===== config.mk =====
export PLATFORM = sky130hd
export DESIGN_NAME = tss_useq
export DESIGN_NICKNAME = d
export VERILOG_FILES = /design/src/rtl/core/tss_pkg.sv /design/src/rtl/core/tss_useq.sv
export SDC_FILE = /design/constraint.sdc
export NUM_CORES = 1
export LEC_CHECK = 0
export BUFFER_PORTS_ARGS = -buffer_cell sky130_fd_sc_hd__buf_2
export CAP_MARGIN = 10
export CORE_AREA = 2 2 39 41
export DETAILED_ROUTE_END_ITERATION = 12
export DIE_AREA = 0 0 41 43
export PLACE_DENSITY = 0.37
export RECOVER_POWER = 100
export SLEW_MARGIN = 25
export SYNTH_ARGS = -nofsm -noshare
export SYNTH_HDL_FRONTEND = slang
export SYNTH_SLANG_ARGS = --single-unit

===== constraint.sdc =====
create_clock -name clk -period 2.6 [get_ports clk]
set_clock_uncertainty 0.15 [all_clocks]
set_input_delay 0.26 -clock clk [delete_from_list [all_inputs] [get_ports clk]]
set_output_delay 0.26 -clock clk [all_outputs]
set_load 0.02 [all_outputs]

===== src/rtl/core/tss_pkg.sv =====
`timescale 1ns / 1ps

package tss_pkg;

  localparam int VALUE_WIDTH = 32;
  localparam int IDX_WIDTH   = 10;
  // Range bounds need one extra bit each way: hi can drop to -1, lo can reach 2**IDX_WIDTH.
  localparam int PTR_WIDTH   = IDX_WIDTH + 2;
  localparam int STEP_WIDTH  = 3;
  localparam int COND_WIDTH  = 3;

  localparam logic ACT_WRITE  = 1'b0;
  localparam logic ACT_SEARCH = 1'b1;

  // Microprogram step addresses
  localparam logic [STEP_WIDTH-1:0] S_IDLE  = 3'd0;
  localparam logic [STEP_WIDTH-1:0] S_SPLIT = 3'd1;
  localparam logic [STEP_WIDTH-1:0] S_ADDR  = 3'd2;
  localparam logic [STEP_WIDTH-1:0] S_READ  = 3'd3;
  localparam logic [STEP_WIDTH-1:0] S_CMP   = 3'd4;
  localparam logic [STEP_WIDTH-1:0] S_DONE  = 3'd5;

  // Branch conditions
  localparam logic [COND_WIDTH-1:0] COND_ALWAYS   = 3'd0;
  localparam logic [COND_WIDTH-1:0] COND_START    = 3'd1;
  localparam logic [COND_WIDTH-1:0] COND_EMPTY    = 3'd2;
  localparam logic [COND_WIDTH-1:0] COND_HIT      = 3'd3;
  localparam logic [COND_WIDTH-1:0] COND_OUT_FREE = 3'd4;

  typedef struct packed {
    logic                          action;
    logic [IDX_WIDTH-1:0]          position;
    logic signed [VALUE_WIDTH-1:0] item_value;
    logic [IDX_WIDTH-1:0]          first_index;
    logic [IDX_WIDTH-1:0]          last_index;
  } req_t;

  typedef struct packed {
    logic                 found;
    logic [IDX_WIDTH-1:0] found_index;
  } rsp_t;

  typedef struct packed {
    logic idle;
    logic do_split;
    logic do_addr;
    logic do_read;
    logic do_cmp;
    logic do_done;
  } ctrl_t;

  typedef struct packed {
    logic start;
    logic empty;
    logic hit;
    logic out_free;
  } stat_t;

  typedef struct packed {
    logic [COND_WIDTH-1:0] cond;
    logic [STEP_WIDTH-1:0] go_true;
    logic [STEP_WIDTH-1:0] go_false;
    ctrl_t                 ctrl;
  } uword_t;

  // Control store
  function automatic uword_t ucode(input logic [STEP_WIDTH-1:0] step);
    uword_t w;
    w          = '0;
    w.cond     = COND_ALWAYS;
    w.go_true  = S_IDLE;
    w.go_false = S_IDLE;
    case (step)
      S_IDLE: begin
        w.cond      = COND_START;
        w.go_true   = S_SPLIT;
        w.go_false  = S_IDLE;
        w.ctrl.idle = 1'b1;
      end
      S_SPLIT: begin
        w.cond          = COND_EMPTY;
        w.go_true       = S_DONE;
        w.go_false      = S_ADDR;
        w.ctrl.do_split = 1'b1;
      end
      S_ADDR: begin
        w.go_true      = S_READ;
        w.ctrl.do_addr = 1'b1;
      end
      S_READ: begin
        w.go_true      = S_CMP;
        w.ctrl.do_read = 1'b1;
      end
      S_CMP: begin
        w.cond        = COND_HIT;
        w.go_true     = S_DONE;
        w.go_false    = S_SPLIT;
        w.ctrl.do_cmp = 1'b1;
      end
      S_DONE: begin
        w.cond         = COND_OUT_FREE;
        w.go_true      = S_IDLE;
        w.go_false     = S_DONE;
        w.ctrl.do_done = 1'b1;
      end
      default: begin
        w.go_true  = S_IDLE;
        w.go_false = S_IDLE;
      end
    endcase
    return w;
  endfunction

  // floor(x / 3) for x < 2048, as x * 683 >> 11
  function automatic logic [IDX_WIDTH-1:0] div3(input logic [IDX_WIDTH:0] x);
    logic [2*IDX_WIDTH+1:0] p;
    p = (2*IDX_WIDTH+2)'(x) * (2*IDX_WIDTH+2)'(683);
    return p[2*IDX_WIDTH:IDX_WIDTH+1];
  endfunction

endpackage


===== src/rtl/core/tss_useq.sv =====
`timescale 1ns / 1ps

module tss_useq import tss_pkg::*; (
  input  logic  clk,
  input  logic  rst,
  input  stat_t stat,
  output ctrl_t ctrl
);

  logic [STEP_WIDTH-1:0] step;
  logic [STEP_WIDTH-1:0] step_next;
  uword_t                uw;
  logic                  cond_ok;

  always_comb begin
    uw = ucode(step);
    case (uw.cond)
      COND_ALWAYS:   cond_ok = 1'b1;
      COND_START:    cond_ok = stat.start;
      COND_EMPTY:    cond_ok = stat.empty;
      COND_HIT:      cond_ok = stat.hit;
      COND_OUT_FREE: cond_ok = stat.out_free;
      default:       cond_ok = 1'b1;
    endcase
    step_next = cond_ok ? uw.go_true : uw.go_false;
    ctrl      = uw.ctrl;
  end

  always_ff @(posedge clk) begin
    if (rst) begin
      step <= S_IDLE;
    end else begin
      step <= step_next;
    end
  end

endmodule


Word level (Yosys, flattened, before mapping)
Index checks and enable logic that the tools add are counted.
Word-level totals
  flip-flop bits (word level): 3
  input port bits: 6
  output and inout port bits: 6
  word-level logic and storage cells: 23
Cells by class
  equality and inequality tests: 9
  mux-type cells: 11
  reduce and logical (&&, ||, !) cells: 2
Operator list (count)
  $pmux W3 S4: 2
  $eq A3 B2 Y1 const B: 4
  $eq A3 B3 Y1 const B: 3
  $pmux W3 S3: 1
  $eq A3 B1 Y1 const B: 2
  $mux W1: 6
  $pmux W1 S4: 1
  $logic_not A3 Y1: 1
  $mux W3: 1
  $reduce_or A2 Y1: 1

Depth between registers and ports, before layout
Gate-level depths: netlist (run 1).
  depth in word-level cells: 5
  depth in mapped cells: 4
  depth with buffers taken out: 3

Worst setup path before layout (run 1)
No wires, ideal clock.
  path type: reg-to-output
  start: reg step[2]
  end: out ctrl[1] (netlist bit)
  arrival: 934 ps
  required time: 2190 ps
  setup slack: 1256 ps
  cell stages (with the launch flop): 3
  buffers on the path: 0
  path through: dfxtp_1 nor2b_1 nor2b_1
RTL lines
  from (decl): RTL line tss_useq.sv:10  | logic [STEP_WIDTH-1:0] step;
  from (signal assigned): RTL line tss_useq.sv:33  | step <= step_next;
  to (decl): RTL line tss_useq.sv:7  | output ctrl_t ctrl

==> metrics.md, run 1 <==
| Metric | Value |
|---|---|
| Detailed Route WL | `506 µm` |
| Worst path required time | `2190 ps` |
| Combined area of all synthesized cells | `211.5 µm²` |
| Count of input and output buffers | `11` |
| Setup repair after global routing missed its margin | `no` |
| Detail Placement HPWL | `~360 µm` |
| Remaining global-route overflow | `0` |
| Overall global routing resource usage | `7.229%` |
| Post-Synthesis Mean Instance Area | `~8.5 µm²` |
| Wire length of the first global-routing pass | `779 µm` |
| Routed length per instance | `about 9.2 µm` |
| Syn_nets | `31` |
| Vias | `220` |
| Clock Path Buffers | `2` |
| CP max stage cell | `dfxtp_1` |
| Post-layout total power | `0.1854 mW` |
| Clock input transition at the sequential cells of the worst setup and hold paths | `40 ps` |
| Std cell rows | `14` |
| Warning count from the yosys run | `0` |
| Maximum Capacitance Violations | `0` |
| Cell seen most often among critical-path stages | `nor2b_1` |
| Die outline height | `43 µm` |
| Die X | `41 µm` |
| Most frequent standard cell in the layout excluding fill and tap cells | `clkbuf_1` |
| Max-slew violations | `0` |
| Number of register bits inferred by synthesis | `3` |
| Proportion of layout cells with a drive suffix above 1 | `23.08%` |
| Normalized max-slew margin | `75.37%` |
| Number of antenna violations at the first check in global routing | `0` |
| Leading cell types in the layout, fill and taps excluded | `clkbuf_1, buf_2, nor2b_1, clkbuf_4, dfxtp_1` |
| Cells along the critical path | `nor2b_1 -> nor2b_1 -> clkbuf_1` |
| Total number of clock tree sinks | `3` |
| Power per Cell Area | `641.5 nW/µm²` |
| Startpoint of the lowest-slack hold path | `rst` |
| Max H-tree Level | `1` |
| Max incr delay on CP | `440 ps` |
| Max FFs per register | `3` |
| Post-route antenna net violation count | `0` |
| Final number of setup-violating endpoints | `0` |
| Worst IR Drop VDD | `0.0001568 V` |
| Unique masters post-synth | `18` |
| Initial DRC Count | `6` |
| Share of the yosys chip area belonging to registers | `28.40%` |
| Initial Utilization | `15.28%` |
| Outcome | `finished clean` |
| Vias in the first global route | `182` |
| Minimum clock period | `1670 ps` |
| Total number of nets in the final design | `46` |
| Post-Place Setup Slack | `1210 ps` |
| Worst Hold Path EP | `step[1]` |
| Hold-fix buffers, CTS | `0` |
| Worst Path Arrival | `between 1000 and 1500 ps` |
| Number of remaining DRC errors | `0` |
| Setup CP Type | `reg2out` |
| Maximum frequency from static timing analysis | `around 600 MHz` |
| Worst reg2reg path depth | `3` |
| I/O pin count | `12` |
| WHS Path Cells | `2` |
| Footprint of the multi-input gates | `131.4 µm²` |
| Capturing point of the worst reg2reg path | `step[0]` |
| Worst-Skew Late Latency | `230 ps` |
| Setup Buffers After CTS | `0` |
| Largest delay contributor family on the critical path | `flip-flops` |
| Reg-to-reg critical path startpoint | `step[0]` |
| Register with the highest flop count | `step` |
| Mapped Cells | `25` |
| Accumulated negative setup slack | `0 ps` |
| Crit share post-route | `around 64%` |
| Class of the tightest hold or removal check | `in2reg` |
| Worst path buffer plus inverter count | `1` |
| Footprint of the flip-flops and latches | `60.06 µm²` |
| Critical path startpoint category | `register` |
| Slew at the pin with the worst max-slew slack | `369.0 ps` |
| Area growth from synthesis to final layout | `36.69%` |
| CP Max Fanout | `7` |
| Number of buffers created by CTS | `3` |
| Fill cell instance count of the final layout | `167` |
| Placer Congestion | `0.6771` |
| Nature of the critical path endpoint | `output pin` |
| Top flop regs | `step (3)` |
| Final antenna diode count | `0` |
| Number of instances resized during post-cts repair | `0` |
| Largest net degree at the start of global routing | `14` |
| Root Buffer Master | `clkbuf_4` |
| Number of search-and-repair iterations in the first detailed-routing pass | `4` |
| Reg-to-reg setup timing slack | `1290 ps` |
| Standby leakage power | `0.1266 nW` |
| Total Die Area | `1763 µm²` |
| Count of endpoints failing hold in the final timing report | `0` |
| Clock tree from TritonCTS | `built` |
| Core area | `1384 µm²` |
| Post-route setup slack | `930.4 ps` |
| Drt via density | `4.000` |
[where the power goes]
group	total, mW	internal (mW)	switching, mW
logic	0.0422	0.0188	0.0234
registers	0.0607	0.0506	0.0101
clock network	0.0825	0.0576	0.0250
total	0.185	0.127	0.0585
[how the worst max path moves through the flow]
| stage | to | from | cells after the start | slack (ps) |
|---|---|---|---|---|
| 2_1_floorplan | ctrl[1] | step[2] | 2 | 1260 |
| 3_3_place_gp | ctrl[1] | step[2] | 3 | 1210 |
| 3_5_place_dp | ctrl[1] | step[2] | 3 | 1210 |
| 4_1_cts | ctrl[1] | step[2] | 3 | 960 |
| 5_1_grt | ctrl[1] | step[2] | 3 | 800 |
| 6_report | ctrl[1] | step[2] | 3 | 930 |
[per-stage QoR]
| step | util, % | hold WS [ps] | std cells | area (µm²) |
|---|---|---|---|---|
| after detailed placement | 19.89 | 308.4 | 51 | 275.3 |
| after floorplan | - | 179.1 | 25 | 211.5 |
| after global routing | 20.89 | 58.65 | 55 | 289.0 |
| after global placement | 19.89 | 317.8 | 51 | 275.3 |
| after CTS | 21.79 | 60.17 | 55 | 301.5 |
| final | 20.89 | 70.56 | 55 | 289.0 |
[logic make-up after synthesis]
| family | after synthesis | share of synthesized area [%] |
|---|---|---|
| AOI/OAI and AO/OA | 7 | 22.49 |
| muxes | 1 | 4.734 |
| buffers and inverters | 2 | 7.099 |
| and+or+nand+nor | 12 | 37.28 |
| DFF | 3 | 28.40 |
[synth_stat cells]
cell type | n | share of area [%]
or2_0 | 1 | 3.0
nor3b_2 | 1 | 5.9
o21ai_0 | 2 | 4.7
a21oi_2 | 1 | 4.1
a21oi_1 | 1 | 2.4
a221o_1 | 1 | 4.7
and2_1 | 2 | 5.9
nor3_1 | 1 | 2.4
inv_1 | 1 | 1.8
nor2_1 | 2 | 3.6
a31oi_1 | 1 | 3.0
dfxtp_1 | 3 | 28
nor2b_1 | 3 | 8.9
buf_6 | 1 | 5.3
and3b_1 | 1 | 4.1
a21o_1 | 1 | 3.6
mux2i_1 | 1 | 4.7
and2b_1 | 1 | 3.6
[area by class of cell]
| class | instances | share of cell area, % |
|---|---|---|
| Timing Repair Buffer | 11 | 16.45 |
| Inverter | 1 | 1.299 |
| Tap cell | 16 | 6.926 |
| Multi-Input combinational cell | 20 | 45.45 |
| Clock buffer | 4 | 9.091 |
| Sequential cell | 3 | 20.78 |
[layer usage]
layer | vias up | GRT usage (%) | part of all wire (%)
met2 | 15 | 7.187 | 38
li1 | 117 | - | -
met3 | 0 | 4.712 | 12
met4 | 0 | 8.000 | 0
met5 | - | 0 | 0
met1 | 88 | 9.003 | 50
(Power assumes the default switching activity.)
==> run 2, diff against run 1 <==
Settings changed: ABC_AREA set to 1, PLACE_DENSITY 0.37 to 0.41.
Clock period 2.6 ns to 1.7 ns, I/O delays scaled along.
==> metrics.md, run 2 <==
| Metric | Value |
|---|---|
| Detail Placement HPWL | `485.7 µm (+35%)` |
| Nature of the critical path endpoint | `output pin` |
| Slew at the pin with the worst max-slew slack | `286.6 ps (-82.43 ps)` |
| Final number of setup-violating endpoints | `0 (unchanged)` |
| Crit share post-route | `between 90% and 100%` |
| Setup Buffers After CTS | `0 (unchanged)` |
| Total Die Area | `1763 µm² (unchanged)` |
| Vias in the first global route | `247 (+36%)` |
| Max-slew violations | `0 (unchanged)` |
| Number of remaining DRC errors | `0 (unchanged)` |
| Number of search-and-repair iterations in the first detailed-routing pass | `4 (unchanged)` |
| Standby leakage power | `0.1990 nW (+57%)` |
| Number of buffers created by CTS | `3 (unchanged)` |
| Mapped Cells | `42 (+68%)` |
| Minimum clock period | `1530 ps` |
| Switching part of the total | `51.32% (+20 points)` |
| Setup repair after global routing missed its margin | `no` |
| Primary FF master, synth | `dfxtp_1` |
| Class of the tightest hold or removal check | `in2reg` |
| Setup CP Type | `reg2out` |
| Fraction of post-synthesis cell area in the top cell type by area | `22.86% (-5.5 points)` |
| Clock Path Buffers | `2 (unchanged)` |
| Hold-fix buffers, CTS | `1 (+1)` |
| Ys async rst share | `0% (unchanged)` |
| Post-layout total power | `0.6496 mW (+250%)` |
| Share of the yosys chip area belonging to registers | `22.86% (-5.5 points)` |
| Post-Synthesis Mean Instance Area | `6.256 µm² (-26%)` |
| Vias | `308 (+40%)` |
| Proportion of power drawn by the clock network | `19.4% (-25 points)` |
| Number of antenna violations at the first check in global routing | `0 (unchanged)` |
| Worst IR Drop VDD | `0.0007701 V (+390%)` |
| Initial DRC Count | `7 (+1)` |
| Met2 wire length | `251 µm (+31%)` |
| Worst Path Arrival | `1210 ps (-50 ps)` |
| Outcome | `finished clean` |
| Combinational power share | `58.9% (+36 points)` |
| Syn_nets | `48 (+55%)` |
| Worst path required time | `1380 ps (-810 ps)` |
| Top cell types by occurrence after synthesis | `nand2_1, inv_1, nand3_1` |
| Area growth from synthesis to final layout | `37.14%` |
| Area contributors post-synth | `dfxtp_1, nand3_1, nand2_1` |
| Internal power contribution | `0.3162 mW (+150%)` |
| Die outline height | `43 µm (unchanged)` |
| Maximum frequency from static timing analysis | `653.4 MHz` |
| Most frequent standard cell in the layout excluding fill and tap cells | `nand2_1` |
| Register with the highest flop count | `step` |
| Clock tree from TritonCTS | `built` |
| Combined area of all synthesized cells | `262.8 µm² (+24%)` |
| Count of endpoints failing hold in the final timing report | `0 (unchanged)` |
| Die X | `41 µm (unchanged)` |
| Post-route setup slack | `169.6 ps (-760.9 ps)` |
| Critical path startpoint category | `register` |
| Highest metal layer with signal wires | `met3` |
| Metal1 wirelength | `286 µm (+14%)` |
| Routed length per instance | `8.176 µm (-11%)` |
| Most common cell in the netlist | `nand2_1` |
| Maximum Capacitance Violations | `0 (unchanged)` |
| Number of instances resized during post-cts repair | `0 (unchanged)` |
| Overall global routing resource usage | `8.225% (+1.0 points)` |
| Clock input transition at the sequential cells of the worst setup and hold paths | `30 ps (about the same)` |
| Leading area contributor after synthesis | `dfxtp_1` |
| Share of the core filled with cells | `26.04% (+5.2 points)` |
| Post-Place Setup Slack | `404.5 ps (-805.4 ps)` |
| CP Max Fanout | `7 (unchanged)` |
| Initial Utilization | `18.99% (+3.7 points)` |
| Power per Cell Area | `1803 nW/µm² (+180%)` |
| Remaining global-route overflow | `0 (unchanged)` |
| Placer Congestion | `0.6830 (+0.87%)` |
| Accumulated negative setup slack | `0 ps (unchanged)` |
| Number of enable-type register cells in the synthesized netlist | `0 (unchanged)` |
| Final antenna diode count | `0 (unchanged)` |
| Sequential fraction of design power | `21.7% (-11 points)` |
| Met3 wire length | `66 µm (+4.8%)` |
| Normalized max-slew margin | `80.83% (+5.5 points)` |
| Count of input and output buffers | `11 (unchanged)` |
| Max H-tree Level | `1 (unchanged)` |
| Number of register bits inferred by synthesis | `3 (unchanged)` |
| Top flop regs | `step (3)` |
| Std cell rows | `14 (unchanged)` |
| Largest net degree at the start of global routing | `8 (-6)` |
| Wire length of the first global-routing pass | `972 µm (+25%)` |
| Unique masters post-synth | `14 (-4)` |
| Proportion of layout cells with a drive suffix above 1 | `36.21% (+13 points)` |
| Post-route antenna net violation count | `0 (unchanged)` |
| Detailed Route WL | `605 µm (+20%)` |
| Switching power | `0.3334 mW (+470%)` |
| Worst-Skew Late Latency | `230 ps (about the same)` |
| Total number of nets in the final design | `65 (+41%)` |
| Drt via density | `4.162 (+4.1%)` |
| Max FFs per register | `3 (unchanged)` |
| Core area | `1384 µm² (unchanged)` |
| Root Buffer Master | `clkbuf_4` |
| I/O pin count | `12 (unchanged)` |
| Leading cell types in the layout, fill and taps excluded | `nand2_1, nor2_1, inv_1, nand3_1, buf_2` |
| Warning count from the yosys run | `0 (unchanged)` |
| Total number of clock tree sinks | `3 (unchanged)` |
[run 2: cell count changes in the layout (fill, tap and decap cells not counted), moves of 3 or more]
| cell | before | now |
|---|---|---|
| clkbuf_1 | 7 | 4 |
| inv_1 | 1 | 6 |
| inv_2 | 0 | 3 |
| nand2_1 | 0 | 8 |
| nand3_1 | 0 | 6 |
| nor2_1 | 2 | 7 |
| nor2b_1 | 3 | 0 |
[run 2: worst paths after layout]
kind | startpoint | to | slack, ps | cells after the start
worst min register to register | step[1] | step[1] | 500 | 3
worst min-delay path | stat[1] | step[1] | 240 | 6
worst max register to register | step[0] | step[0] | 280 | 7
worst max-delay path | step[0] | ctrl[1] | 170 | 4
[run 2: per-stage QoR]
stage / std cells / area, µm² / hold WS [ps]
after global routing: 74 / 360.3 / 298.6
after detailed placement: 69 / 337.8 / 196.4
final: 74 / 360.3 / 241.1
after floorplan: 42 / 262.8 / 82.44
after CTS: 74 / 374.1 / 232.5
after global placement: 69 / 337.8 / 197.0
[run 2: critical path: stages (launching register included)]
cell,delay (ps)
dfxtp_1,370
nor2_1,270
nand2_1,120
inv_1,70
clkbuf_2,160
[run 2: power groups by stage]
stage	sequential (mW)	clock [mW]	combinational [mW]
6_report	0.141	0.126	0.383
5_1_grt	0.147	0.138	0.435
4_1_cts	0.143	0.131	0.416
3_5_place_dp	0.144	0	0.412
3_3_place_gp	0.144	0	0.420
2_1_floorplan	0.134	0	0.325
[run 2: cell families after synthesis]
| group | Yosys count | synth area share, % |
|---|---|---|
| buffers and inverters | 9 | 12.86 |
| AND/OR/NAND/NOR | 28 | 57.62 |
| AO/OA/AOI/OAI | 2 | 6.668 |
| flip-flops | 3 | 22.86 |
[run 2: metal layers]
| metal | vias to the layer above | GRT usage [%] |
|---|---|---|
| li1 | 163 | - |
| met2 | 13 | 10.94 |
| met5 | - | 0 |
| met4 | 0 | 2.000 |
| met1 | 132 | 10.26 |
| met3 | 0 | 6.283 |
[run 2: layout make-up]
type / count / area, µm²
Inverter: 9 / 33.78
Clock buffer: 4 / 26.28
Sequential cell: 3 / 60.06
Fill cell: 170 / 1023
Multi-Input combinational cell: 30 / 158.9
Tap cell: 16 / 20.02
Timing Repair Buffer: 12 / 61.31
==> run 3, diff against run 2 <==
Settings changed: BUFFER_PORTS_ARGS -buffer_cell sky130_fd_sc_hd__buf_2 to not set, DONT_BUFFER_PORTS set to 1, PLACE_DENSITY 0.41 to 0.34.
==> metrics.md, run 3 (synthesis results as in run 2) <==
| Metric | Value |
|---|---|
| Count of endpoints failing hold in the final timing report | `0 (unchanged)` |
| Worst Path Arrival | `1230 ps (+20 ps)` |
| Initial DRC Count | `7 (unchanged)` |
| Worst reg2reg path depth | `6 (-1)` |
| Number of antenna violations at the first check in global routing | `0 (unchanged)` |
| Capturing point of the worst reg2reg path | `step[2]` |
| Total number of nets in the final design | `56 (-14%)` |
| Wire length of the first global-routing pass | `1104 µm (+14%)` |
| Total number of clock tree sinks | `3 (unchanged)` |
| Setup CP Type | `reg2out` |
| Detail Placement HPWL | `515.7 µm (+6.2%)` |
| Post-route cell area | `325.3 µm² (-9.7%)` |
| Max FFs per register | `3 (unchanged)` |
| Clock input transition at the sequential cells of the worst setup and hold paths | `40 ps (about the same)` |
| Worst Hold Path EP | `step[1]` |
| Nature of the critical path endpoint | `output pin` |
| Die X | `41 µm (unchanged)` |
| Normalized max-slew margin | `74.72% (-6.1 points)` |
| Startpoint of the lowest-slack hold path | `stat[2]` |
| Post-route antenna net violation count | `0 (unchanged)` |
| Worst IR Drop VDD | `0.0005948 V (-23%)` |
| Setup Buffers After CTS | `0 (unchanged)` |
| Overall global routing resource usage | `9.710% (+1.5 points)` |
| Critical path startpoint category | `register` |
| Drt via density | `4.262 (+2.4%)` |
| Accumulated negative setup slack | `0 ps (unchanged)` |
| Leading cell types in the layout, fill and taps excluded | `nand2_1, nor2_1, inv_1, nand3_1` |
| Instance area at placement | `297.8 µm² (-12%)` |
| Die outline height | `43 µm (unchanged)` |
| Number of instances resized during post-cts repair | `0 (unchanged)` |
| Placer Congestion | `0.7120 (+4.2%)` |
| Final antenna diode count | `0 (unchanged)` |
| Largest net degree at the start of global routing | `8 (unchanged)` |
| Maximum Capacitance Violations | `0 (unchanged)` |
| Most frequent standard cell in the layout excluding fill and tap cells | `nand2_1` |
| Max-slew violations | `0 (unchanged)` |
| Total Die Area | `1763 µm² (unchanged)` |
| Standby leakage power | `0.1706 nW (-14%)` |
| Reg-to-reg setup timing slack | `290 ps (about the same)` |
| Max H-tree Level | `1 (unchanged)` |
| Outcome | `finished clean` |
| Initial Utilization | `18.99% (unchanged)` |
| Routed length per instance | `10.83 µm (+32%)` |
| WHS Path Cells | `5 (-1)` |
| I/O pin count | `12 (unchanged)` |
| Top flop regs | `step (3)` |
| Clock tree from TritonCTS | `built` |
| Number of buffers created by CTS | `3 (unchanged)` |
| Worst-Skew Late Latency | `230 ps (about the same)` |
| Setup repair after global routing missed its margin | `no` |
| Source of the critical timing path | `step[2]` |
| Post-layout total power | `0.6518 mW (+0.34%)` |
| Root Buffer Master | `clkbuf_4` |
| Worst path required time | `1380 ps (about the same)` |
| CP Max Fanout | `7 (unchanged)` |
| Class of the tightest hold or removal check | `in2reg` |
| Fill cell instance count of the final layout | `174 (+2.4%)` |
| Core area | `1384 µm² (unchanged)` |
| Remaining global-route overflow | `0 (unchanged)` |
| Slew at the pin with the worst max-slew slack | `377.8 ps (+91.26 ps)` |
| Crit share post-route | `90.97% (+0.95 points)` |
| Register with the highest flop count | `step` |
| Number of remaining DRC errors | `0 (unchanged)` |
| Vias | `277 (-10%)` |
| Hold-fix buffers, CTS | `1 (unchanged)` |
| Number of search-and-repair iterations in the first detailed-routing pass | `3 (-1)` |
| Detailed Route WL | `704 µm (+16%)` |
| Std cell rows | `14 (unchanged)` |
| Power per Cell Area | `2004 nW/µm² (+11%)` |
| Maximum frequency from static timing analysis | `646.6 MHz (-1.0%)` |
| Proportion of layout cells with a drive suffix above 1 | `30.61% (-5.6 points)` |
| Minimum clock period | `1546 ps (+16.08 ps)` |
| Clock Path Buffers | `2 (unchanged)` |
| Area growth from synthesis to final layout | `23.81%` |
| Final number of setup-violating endpoints | `0 (unchanged)` |
| Reg-to-reg critical path startpoint | `step[0]` |
| Vias in the first global route | `278 (+13%)` |
| Count of input and output buffers | `0 (-11)` |
[run 3: power breakdown]
part           internal, mW  switching, mW  total, mW
Clock                0.0880         0.0377      0.126
Sequential           0.0973         0.0465      0.144
Combinational         0.119          0.263      0.382
Total                 0.304          0.348      0.652
[run 3: layout make-up]
type                    instances  area [µm²]  share of cell area, %
well taps                      16       20.02                  6.154
multi-input cells              30       166.4                  51.15
inverters                       9       33.78                  10.38
repair buffers                  3       18.77                  5.769
clock buffers                   4       26.28                  8.077
flip-flops and latches          3       60.06                  18.46
[run 3: routing by layer]
layer  track usage, %  wire length, µm  part of all wire, %
met1            10.83              310                   44
met2            14.06              348                   49
met4            10.00               19                  2.7
met5                0                0                    0
met3            1.571               27                  3.8
[run 3: per-stage QoR]
step	util, %	worst slack [ps]	hold slack [ps]	instances
2_1_floorplan	-	264.2	82.44	42
3_3_place_gp	21.52	358.1	87.50	60
3_5_place_dp	21.52	376.8	88.88	60
4_1_cts	24.14	156.0	132.0	65
5_1_grt	23.51	58.02	167.9	65
6_report	23.51	153.5	149.0	65
[run 3: worst max-delay path: stages, from the launching register on]
cell and delay (ps):
dfxtp_1 380, inv_2 150, nand2_1 80, nor2_1 180, clkbuf_2 200
[run 3: worst max path at each step]
stage                          to  slack [ps]  cells after the start
final                     ctrl[4]         150                      4
after floorplan           step[1]         260                      4
after detailed placement  step[0]         380                      7
after CTS                 ctrl[4]         160                      4
after global placement    step[0]         360                      7
after global routing      ctrl[4]          60                      4
